## src/sv/zdad_pkg.sv

```systemverilog
// Shared types, constants and delta tables for the delta audio decoder.
`timescale 1ns / 1ps

package zdad_pkg;

  localparam int MaxChunkBytesDefault = 65535;
  localparam int FifoDepth = 4;
  localparam int FifoPtrW = $clog2(FifoDepth);
  localparam logic [7:0] PredInit = 8'd128;
  localparam logic [15:0] UsedMax = 16'hFFFF;

  typedef enum logic [2:0] {
    KIND_PACK2,
    KIND_PACK4,
    KIND_DELTA,
    KIND_RAW,
    KIND_REPEAT
  } kind_e;

  typedef struct packed {
    kind_e       kind;
    logic [7:0]  data;
    logic [5:0]  last_idx;
    logic        init;
    logic        done;
    logic [15:0] used;
  } entry_t;

  function automatic logic signed [4:0] tab2(input logic [1:0] code);
    logic signed [4:0] d;
    case (code)
      2'd0: d = -5'sd2;
      2'd1: d = -5'sd1;
      2'd2: d = 5'sd0;
      default: d = 5'sd1;
    endcase
    return d;
  endfunction

  function automatic logic signed [4:0] tab4(input logic [3:0] code);
    logic signed [4:0] d;
    case (code)
      4'd0: d = -5'sd9;
      4'd1: d = -5'sd8;
      4'd2: d = -5'sd6;
      4'd3: d = -5'sd5;
      4'd4: d = -5'sd4;
      4'd5: d = -5'sd3;
      4'd6: d = -5'sd2;
      4'd7: d = -5'sd1;
      4'd8: d = 5'sd0;
      4'd9: d = 5'sd1;
      4'd10: d = 5'sd2;
      4'd11: d = 5'sd3;
      4'd12: d = 5'sd4;
      4'd13: d = 5'sd5;
      4'd14: d = 5'sd6;
      default: d = 5'sd8;
    endcase
    return d;
  endfunction

  function automatic logic [7:0] sat_add(input logic [7:0] p, input logic signed [4:0] d);
    logic signed [9:0] v;
    logic [7:0] r;
    v = $signed({2'b00, p}) + $signed({{5{d[4]}}, d});
    if (v < 10'sd0) begin
      r = 8'd0;
    end else if (v > 10'sd255) begin
      r = 8'd255;
    end else begin
      r = v[7:0];
    end
    return r;
  endfunction

endpackage

```

## src/sv/zdad_front.sv

```systemverilog
// Front end: parses opcodes, tracks chunk state and queues sample-producing bytes.
`timescale 1ns / 1ps

module zdad_front #(
  parameter int MAX_CHUNK_BYTES = zdad_pkg::MaxChunkBytesDefault
) (
  input  logic               clk_i,
  input  logic               rst_ni,
  input  logic               accept_i,
  input  logic [7:0]         byte_value_i,
  input  logic               chunk_start_i,
  input  logic [15:0]        chunk_samples_i,
  output logic               entry_valid_o,
  output zdad_pkg::entry_t   entry_o
);

  localparam int CntW = $clog2(MAX_CHUNK_BYTES + 1);

  typedef enum logic [1:0] {
    PH_OPCODE,
    PH_PACK2,
    PH_PACK4,
    PH_RAW
  } phase_e;

  phase_e            phase_q, phase_d, eff_phase;
  logic [6:0]        left_q, left_d, eff_left, left_dec, count;
  logic [15:0]       rem_q, rem_d, eff_rem;
  logic [CntW-1:0]   cnt_q, cnt_d, eff_cnt, cnt_inc;
  logic [CntW+15:0]  cnt_ext;
  logic              fin_q, fin_d, eff_fin;
  logic              fresh_q, fresh_d, eff_fresh;
  logic              emit, cmd_done;
  logic [6:0]        n;
  zdad_pkg::kind_e   kind;

  always_comb begin
    eff_phase = chunk_start_i ? PH_OPCODE : phase_q;
    eff_left  = chunk_start_i ? 7'd0 : left_q;
    eff_rem   = chunk_start_i ? chunk_samples_i : rem_q;
    eff_cnt   = chunk_start_i ? '0 : cnt_q;
    eff_fin   = chunk_start_i ? (chunk_samples_i == 16'd0) : fin_q;
    eff_fresh = chunk_start_i ? 1'b1 : fresh_q;

    cnt_inc = (eff_cnt < CntW'(MAX_CHUNK_BYTES)) ? eff_cnt + 1'b1 : eff_cnt;
    cnt_ext = {16'd0, cnt_inc};
    count   = {1'b0, byte_value_i[5:0]} + 7'd1;
    left_dec = (eff_left > 7'd0) ? eff_left - 7'd1 : 7'd0;

    phase_d  = eff_phase;
    left_d   = eff_left;
    emit     = 1'b0;
    cmd_done = 1'b0;
    n        = 7'd1;
    kind     = zdad_pkg::KIND_RAW;

    if (!eff_fin) begin
      if (eff_phase == PH_OPCODE) begin
        case (byte_value_i[7:6])
          2'd0: begin
            phase_d = PH_PACK2;
            left_d  = count;
          end
          2'd1: begin
            phase_d = PH_PACK4;
            left_d  = count;
          end
          2'd2: begin
            if (byte_value_i[5]) begin
              emit     = 1'b1;
              cmd_done = 1'b1;
              kind     = zdad_pkg::KIND_DELTA;
            end else begin
              phase_d = PH_RAW;
              left_d  = count;
            end
          end
          default: begin
            emit     = 1'b1;
            cmd_done = 1'b1;
            kind     = zdad_pkg::KIND_REPEAT;
            n        = count;
          end
        endcase
      end else begin
        emit   = 1'b1;
        left_d = left_dec;
        case (eff_phase)
          PH_PACK2: begin
            kind = zdad_pkg::KIND_PACK2;
            n    = 7'd4;
          end
          PH_PACK4: begin
            kind = zdad_pkg::KIND_PACK4;
            n    = 7'd2;
          end
          default: begin
            kind = zdad_pkg::KIND_RAW;
            n    = 7'd1;
          end
        endcase
        if (left_dec == 7'd0) begin
          phase_d  = PH_OPCODE;
          cmd_done = 1'b1;
        end
      end
    end

    rem_d   = eff_rem;
    if (emit) begin
      rem_d = (eff_rem > {9'd0, n}) ? eff_rem - {9'd0, n} : 16'd0;
    end
    fin_d   = eff_fin ? 1'b1 : (cmd_done && rem_d == 16'd0);
    cnt_d   = eff_fin ? eff_cnt : cnt_inc;
    fresh_d = emit ? 1'b0 : eff_fresh;

    entry_o.kind     = kind;
    entry_o.data     = byte_value_i;
    entry_o.last_idx = 6'(n - 7'd1);
    entry_o.init     = eff_fresh;
    entry_o.done     = fin_d;
    entry_o.used     = (cnt_ext > (CntW + 16)'(zdad_pkg::UsedMax)) ? zdad_pkg::UsedMax
                                                                   : cnt_ext[15:0];
  end

  assign entry_valid_o = accept_i && emit;

  always_ff @(posedge clk_i or negedge rst_ni) begin
    if (!rst_ni) begin
      phase_q <= PH_OPCODE;
      left_q  <= 7'd0;
      rem_q   <= 16'd0;
      cnt_q   <= '0;
      fin_q   <= 1'b1;
      fresh_q <= 1'b0;
    end else if (accept_i) begin
      phase_q <= phase_d;
      left_q  <= left_d;
      rem_q   <= rem_d;
      cnt_q   <= cnt_d;
      fin_q   <= fin_d;
      fresh_q <= fresh_d;
    end
  end

endmodule

```

## src/sv/zdad_fifo.sv

```systemverilog
// Short queue of decoded byte entries between the front and back ends.
`timescale 1ns / 1ps

module zdad_fifo (
  input  logic              clk_i,
  input  logic              rst_ni,
  input  logic              wr_i,
  input  zdad_pkg::entry_t  wr_data_i,
  output logic              full_o,
  input  logic              rd_i,
  output zdad_pkg::entry_t  rd_data_o,
  output logic              empty_o
);

  localparam int PtrW = zdad_pkg::FifoPtrW;

  zdad_pkg::entry_t mem_q [zdad_pkg::FifoDepth];
  logic [PtrW-1:0]  wr_ptr_q, rd_ptr_q;
  logic [PtrW:0]    cnt_q;
  logic             do_wr, do_rd;

  assign full_o    = (cnt_q == (PtrW + 1)'(zdad_pkg::FifoDepth));
  assign empty_o   = (cnt_q == '0);
  assign do_wr     = wr_i && !full_o;
  assign do_rd     = rd_i && !empty_o;
  assign rd_data_o = mem_q[rd_ptr_q];

  always_ff @(posedge clk_i) begin
    if (do_wr) begin
      mem_q[wr_ptr_q] <= wr_data_i;
    end
  end

  always_ff @(posedge clk_i or negedge rst_ni) begin
    if (!rst_ni) begin
      wr_ptr_q <= '0;
      rd_ptr_q <= '0;
      cnt_q    <= '0;
    end else begin
      if (do_wr) begin
        wr_ptr_q <= wr_ptr_q + 1'b1;
      end
      if (do_rd) begin
        rd_ptr_q <= rd_ptr_q + 1'b1;
      end
      case ({do_wr, do_rd})
        2'b10: cnt_q <= cnt_q + 1'b1;
        2'b01: cnt_q <= cnt_q - 1'b1;
        default: cnt_q <= cnt_q;
      endcase
    end
  end

endmodule

```

## src/sv/zdad_back.sv

```systemverilog
// Back end: expands queued entries into samples and holds the output register.
`timescale 1ns / 1ps

module zdad_back (
  input  logic              clk_i,
  input  logic              rst_ni,
  input  zdad_pkg::entry_t  head_i,
  input  logic              head_empty_i,
  output logic              head_pop_o,
  input  logic              pop_i,
  output logic              empty_o,
  output logic [7:0]        sample_o,
  output logic              last_of_run_o,
  output logic              chunk_done_o,
  output logic [15:0]       bytes_used_o
);

  logic [5:0]        idx_q, idx_d;
  logic [7:0]        pred_q, base, smp;
  logic              out_v_q, adv, last;
  logic [7:0]        sample_q;
  logic              last_q, done_q;
  logic [15:0]       used_q;
  logic [7:0]        shifted;
  logic signed [4:0] d5;

  assign empty_o = !out_v_q;
  assign adv     = !head_empty_i && (!out_v_q || pop_i);
  assign last    = (idx_q == head_i.last_idx);
  assign head_pop_o = adv && last;

  always_comb begin
    base    = (idx_q == 6'd0 && head_i.init) ? zdad_pkg::PredInit : pred_q;
    shifted = head_i.data >> {idx_q[1:0], 1'b0};
    d5      = $signed(head_i.data[4:0]);
    case (head_i.kind)
      zdad_pkg::KIND_PACK2: smp = zdad_pkg::sat_add(base, zdad_pkg::tab2(shifted[1:0]));
      zdad_pkg::KIND_PACK4: smp = zdad_pkg::sat_add(base, zdad_pkg::tab4(
                                idx_q[0] ? head_i.data[7:4] : head_i.data[3:0]));
      zdad_pkg::KIND_DELTA: smp = base + {{3{d5[4]}}, d5};
      zdad_pkg::KIND_RAW:   smp = head_i.data;
      default:              smp = base;
    endcase
    idx_d = last ? 6'd0 : idx_q + 6'd1;
  end

  always_ff @(posedge clk_i or negedge rst_ni) begin
    if (!rst_ni) begin
      idx_q   <= 6'd0;
      pred_q  <= zdad_pkg::PredInit;
      out_v_q <= 1'b0;
    end else begin
      if (adv) begin
        idx_q   <= idx_d;
        pred_q  <= smp;
        out_v_q <= 1'b1;
      end else if (pop_i) begin
        out_v_q <= 1'b0;
      end
    end
  end

  always_ff @(posedge clk_i) begin
    if (adv) begin
      sample_q <= smp;
      last_q   <= last;
      done_q   <= last && head_i.done;
      used_q   <= head_i.used;
    end
  end

  assign sample_o      = sample_q;
  assign last_of_run_o = last_q;
  assign chunk_done_o  = done_q;
  assign bytes_used_o  = used_q;

endmodule

```

## src/sv/zap_delta_audio_decoder_unit.sv

```systemverilog
// Top level of the delta audio decoder: front end, entry queue and sample back end.
//
//   channel  | beat moves on          | payload
//   ---------+------------------------+--------------------------------------------
//   input    | push high, full low    | byte_value_i, chunk_start_i, chunk_samples_i
//   result   | pop high, empty low    | sample_o, last_of_run_o, chunk_done_o,
//            |                        | bytes_used_o
//
// The front end takes one byte per cycle while the four-entry queue has room.
// Each queued byte occupies the back end's sample sequencer until it has yielded
// all of its samples: 4 for a two-bit packed byte, 2 for a four-bit packed
// byte, 1 for a delta or raw byte and 1 to 64 for a repeat opcode.
// Reset clears all control state at once; a stalled result holds the back end,
// and the front end stalls only when the queue fills.
`timescale 1ns / 1ps

module zap_delta_audio_decoder_unit #(
  parameter int MAX_CHUNK_BYTES = zdad_pkg::MaxChunkBytesDefault
) (
  input  logic        clk_i,
  input  logic        rst_ni,
  input  logic        push,
  output logic        full,
  input  logic [7:0]  byte_value_i,
  input  logic        chunk_start_i,
  input  logic [15:0] chunk_samples_i,
  output logic        empty,
  input  logic        pop,
  output logic [7:0]  sample_o,
  output logic        last_of_run_o,
  output logic        chunk_done_o,
  output logic [15:0] bytes_used_o
);

  zdad_pkg::entry_t wr_entry, head;
  logic             wr_valid, head_empty, head_pop, accept;

  assign accept = push && !full;

  zdad_front #(
    .MAX_CHUNK_BYTES(MAX_CHUNK_BYTES)
  ) u_front (
    .clk_i          (clk_i),
    .rst_ni         (rst_ni),
    .accept_i       (accept),
    .byte_value_i   (byte_value_i),
    .chunk_start_i  (chunk_start_i),
    .chunk_samples_i(chunk_samples_i),
    .entry_valid_o  (wr_valid),
    .entry_o        (wr_entry)
  );

  zdad_fifo u_fifo (
    .clk_i    (clk_i),
    .rst_ni   (rst_ni),
    .wr_i     (wr_valid),
    .wr_data_i(wr_entry),
    .full_o   (full),
    .rd_i     (head_pop),
    .rd_data_o(head),
    .empty_o  (head_empty)
  );

  zdad_back u_back (
    .clk_i        (clk_i),
    .rst_ni       (rst_ni),
    .head_i       (head),
    .head_empty_i (head_empty),
    .head_pop_o   (head_pop),
    .pop_i        (pop),
    .empty_o      (empty),
    .sample_o     (sample_o),
    .last_of_run_o(last_of_run_o),
    .chunk_done_o (chunk_done_o),
    .bytes_used_o (bytes_used_o)
  );

endmodule

```

## config.mk

```make
export PLATFORM = sky130hd
export DESIGN_NAME = zap_delta_audio_decoder_unit
export DESIGN_NICKNAME = d
export VERILOG_FILES = /design/src/sv/zdad_pkg.sv /design/src/sv/zdad_front.sv /design/src/sv/zdad_fifo.sv /design/src/sv/zdad_back.sv /design/src/sv/zap_delta_audio_decoder_unit.sv
export SDC_FILE = /design/constraint.sdc
export NUM_CORES = 1
export LEC_CHECK = 0
export BUFFER_PORTS_ARGS = -buffer_cell sky130_fd_sc_hd__buf_2
export CORE_MARGIN = 2
export CORE_UTILIZATION = 67
export DETAILED_ROUTE_END_ITERATION = 10
export PLACE_DENSITY_LB_ADDON = 0.2
export SLEW_MARGIN = 30
export SYNTH_ARGS = -nofsm -noshare
export SYNTH_HDL_FRONTEND = slang
export SYNTH_SLANG_ARGS = --single-unit
```

## constraint.sdc

```tcl
create_clock -name clk_i -period 12.7 [get_ports clk_i]
set_input_delay 1.905 -clock clk_i [delete_from_list [all_inputs] [get_ports clk_i]]
set_output_delay 1.905 -clock clk_i [all_outputs]
set_load 0.1 [all_outputs]
```

==> results_dict.tcl <==
set metrics [dict create \
    cp.depth 20 \
    synth-edff-count 166 \
    antenna_found_initial 1 \
    crit_buf_inv 4 \
    startpoint "chunk_start_i" \
    end_kind "flop" \
    die_w_um 143 \
    coreArea_mm2 0.0188 \
    cts_tree "done" \
    slowest_delay_ns 0.66 \
    grt_use_total_pct 30.7 \
    layout-drive-gt1-share_pct 17.4 \
    crit_type "input pin to flop" \
    wirelength_mm 30.3 \
    diodes 0 \
    start_util_pct 68.7 \
    syn_nets 1177 \
    dieHeight_um 143 \
    fin_ws_ns 6.07 \
    setup_viol 0 \
    rr_startpoint "u_fifo.rd_ptr_q[0]" \
    cts_sinks 231 \
    power.total_mw 3.95 \
    cts_resized 0 \
    clkTransAtPathRegs_ns 0.07 \
    peakVddDrop_mv 0.179 \
    vias_per_cell 6.72 \
    ioPinCount 57 \
    async_reset_ff_share_pct 28.1 \
    final_cell_mix "edfxtp_1, nand2_1, nor2_1, dfrtp_1, o21ai_0" \
    crit_chain "buf_2, inv_1, nand2_1, ha_1, nand3_1, o21ai_0, nand2_1, a21oi_1, inv_1, ha_1, inv_1, fa_1, a211oi_1, o21ai_0, a21oi_1, o2111ai_1, or2_2, o21ai_0, nand4_1, nand2_1" \
    avgSynthCellArea_um2 11.7 \
    dieArea_mm2 0.0204 \
    final_common_cell "edfxtp_1" \
    p_leak_nw 5.31 \
    drc 0 \
    holdWs_ns 0.483 \
    critPathRequiredTime_ns 12.92 \
    grt_max_degree 66 \
    syn_area_mm2 0.0129 \
    clock_latency_ns 0.53 \
    hold_path_class "flop to flop" \
    startpoint_type "input pin" \
    fin_crit_sh_pct 52.2 \
    worstPathArrival_ns 6.85 \
    synth_top_area_share_pct 38.7 \
    maxCapViolCount 0 \
    crit_fanout 25 \
    ff2ff_path_depth 16 \
    cp_top_family "compound AO/OA/AOI/OAI gates" \
    clock_tree.root_cell "clkbuf_16" \
    ys_seq_elements 231 \
    rows 50 \
    cts.path.max_buffers 3 \
    maxSlewHeadroom_pct 44.7 \
    grt_pass1_vias 9105 \
    via_count 9343 \
    overflow 0 \
    synth_ff_type "edfxtp_1" \
    n_fill_cell 1213 \
    port-buffer-count 56 \
    ys_warn_count 0 \
    max_slew.worst_pin.slew_ns 0.813 \
    synthToLayoutAreaGrowth_pct 9.78 \
    finalInstanceArea_mm2 0.0141 \
    fmax_mhz 151 \
    slowest_stage "ha_1" \
    dp_hpwl_mm 19.8 \
    setup_tns_ns 0 \
    dpl_cell_area_mm2 0.0133 \
    seq_area_frac_synth_pct 51.3 \
    utilization_pct 75.4 \
    dpl_worst_slack_ns 5.71 \
    htree_levels 1 \
    hp-start "u_back.pred_q[0]" \
    ys_types 88 \
    wl_per_cell_um 21.8 \
    clock_skew_ns 0.0219 \
    routabilityCongestion 0.978 \
    grt_setup_unrepaired "no" \
    antenna_left 0 \
    drt-pass1-iter-count 5 \
    cts_setup_buffers 0 \
    synth_top_area_cell "edfxtp_1" \
    grt_pass1_wl_mm 48.5 \
    numCtsBuffers 24 \
    postSynthCellCount 1099 \
    synthTopCellsByArea "edfxtp_1, dfrtp_1, mux4_2, ha_1, nand2_1" \
    drt_first_iter_violations 951 \
    powerDensity_mw_per_mm2 279 \
    final_cells 1390 \
    maxSlewViolCount 0 \
    nNetsFinal 1216 \
    outcome "complete, no violations" \
    final_hold_viol_count 0 \
    placed_cells 1346 \
    fin_crit_ns 6.63 \
    hold_depth 2 \
    cts_hold_buffers 0 \
]
## per-layer routing
metal  wire [µm]  vias up  track usage, %
met5          13        -               0
met4         754        2            9.48
met3        2250       59            4.53
met2       14800      437            51.1
met1       12500     4573            42.3
li1            -     4272               -
## tightest hold or removal path, cell delays in order (launching register included)
cell	delay, ns
dfrtp_1	0.34
nand2_1	0.06
o31ai_2	0.05
## cell usage after synthesis, drive strengths merged, types with 4 or more instances
| cell | instances |
|---|---|
| a2111oi | 6 |
| a211oi | 10 |
| a21o | 7 |
| a21oi | 55 |
| a22o | 8 |
| a22oi | 4 |
| a31oi | 17 |
| a32o | 4 |
| a41oi | 6 |
| and2 | 10 |
| and3 | 14 |
| and4 | 7 |
| buf | 21 |
| clkbuf | 31 |
| dfrtp | 63 |
| edfxtp | 166 |
| ha | 46 |
| inv | 50 |
| mux2 | 10 |
| mux2i | 18 |
| mux4 | 38 |
| nand2 | 103 |
| nand2b | 8 |
| nand3 | 33 |
| nand3b | 4 |
| nand4 | 10 |
| nor2 | 61 |
| nor2b | 14 |
| nor3 | 19 |
| nor4 | 11 |
| nor4b | 4 |
| o211ai | 11 |
| o21a | 17 |
| o21ai | 70 |
| o22ai | 9 |
| o311a | 4 |
| o31ai | 7 |
| or2 | 5 |
| or3 | 10 |
| or4 | 4 |
| xnor2 | 39 |
| xor2 | 18 |
## cell families (layout without fill, tap and decap cells)
kind of cell	Yosys count	count (layout)	synth area share, %
and+or+nand+nor	325	325	13.0
AOI/OAI and AO/OA	269	269	14.6
DFF	231	231	51.3
buffers and inverters	102	159	3.36
muxes	66	66	8.94
xor gates and xnor gates	57	57	3.87
adders and majority gates	49	49	4.93
## report_power, final
group          leakage [nW]  internal, mW  total (mW)  switching (mW)
clock                 0.403         0.425       0.732           0.307
sequential             2.33          1.03        1.17           0.136
combinational          2.58         0.706        2.04            1.34
total                  5.31          2.17        3.95            1.78
## flip-flops by register name (all words and copies together) (netlist names)
register and flops:
u_back.bytes_used_o 16, u_back.chunk_done_o 1, u_back.idx_q 6, u_back.last_of_run_o 1, u_back.out_v_q 1, u_back.pred_q 8
u_back.sample_o 8, u_fifo.cnt_q 3, u_fifo.mem_q 140, u_fifo.rd_ptr_q 2, u_fifo.wr_ptr_q 2, u_front.cnt_q 16
u_front.fin_q 1, u_front.fresh_q 1, u_front.left_q 7, u_front.phase_q 2, u_front.rem_q 16
## final cells by class
cell class	instances	area (µm²)	share of cell area (%)
timing repair buffer	65	352	2.48
clock buffer	26	628	4.44
clock inverter	18	204	1.44
inverter	50	188	1.33
sequential	231	6620	46.8
tap	234	293	2.07
multi-input combinational	766	5870	41.5
## path summary, 6_finish.rpt
check                                      endpoint  slack, ns
worst max-delay path            u_fifo.mem_q[1][16]       6.07
worst min-delay path               u_back.pred_q[0]       0.48
worst max register to register     u_back.pred_q[1]       6.88
worst min register to register     u_back.pred_q[0]       0.48
max in group asynchronous        u_fifo.rd_ptr_q[0]      10.70
min in group asynchronous          u_back.pred_q[5]       1.45
Note: power is estimated with default switching activity, not from simulation.
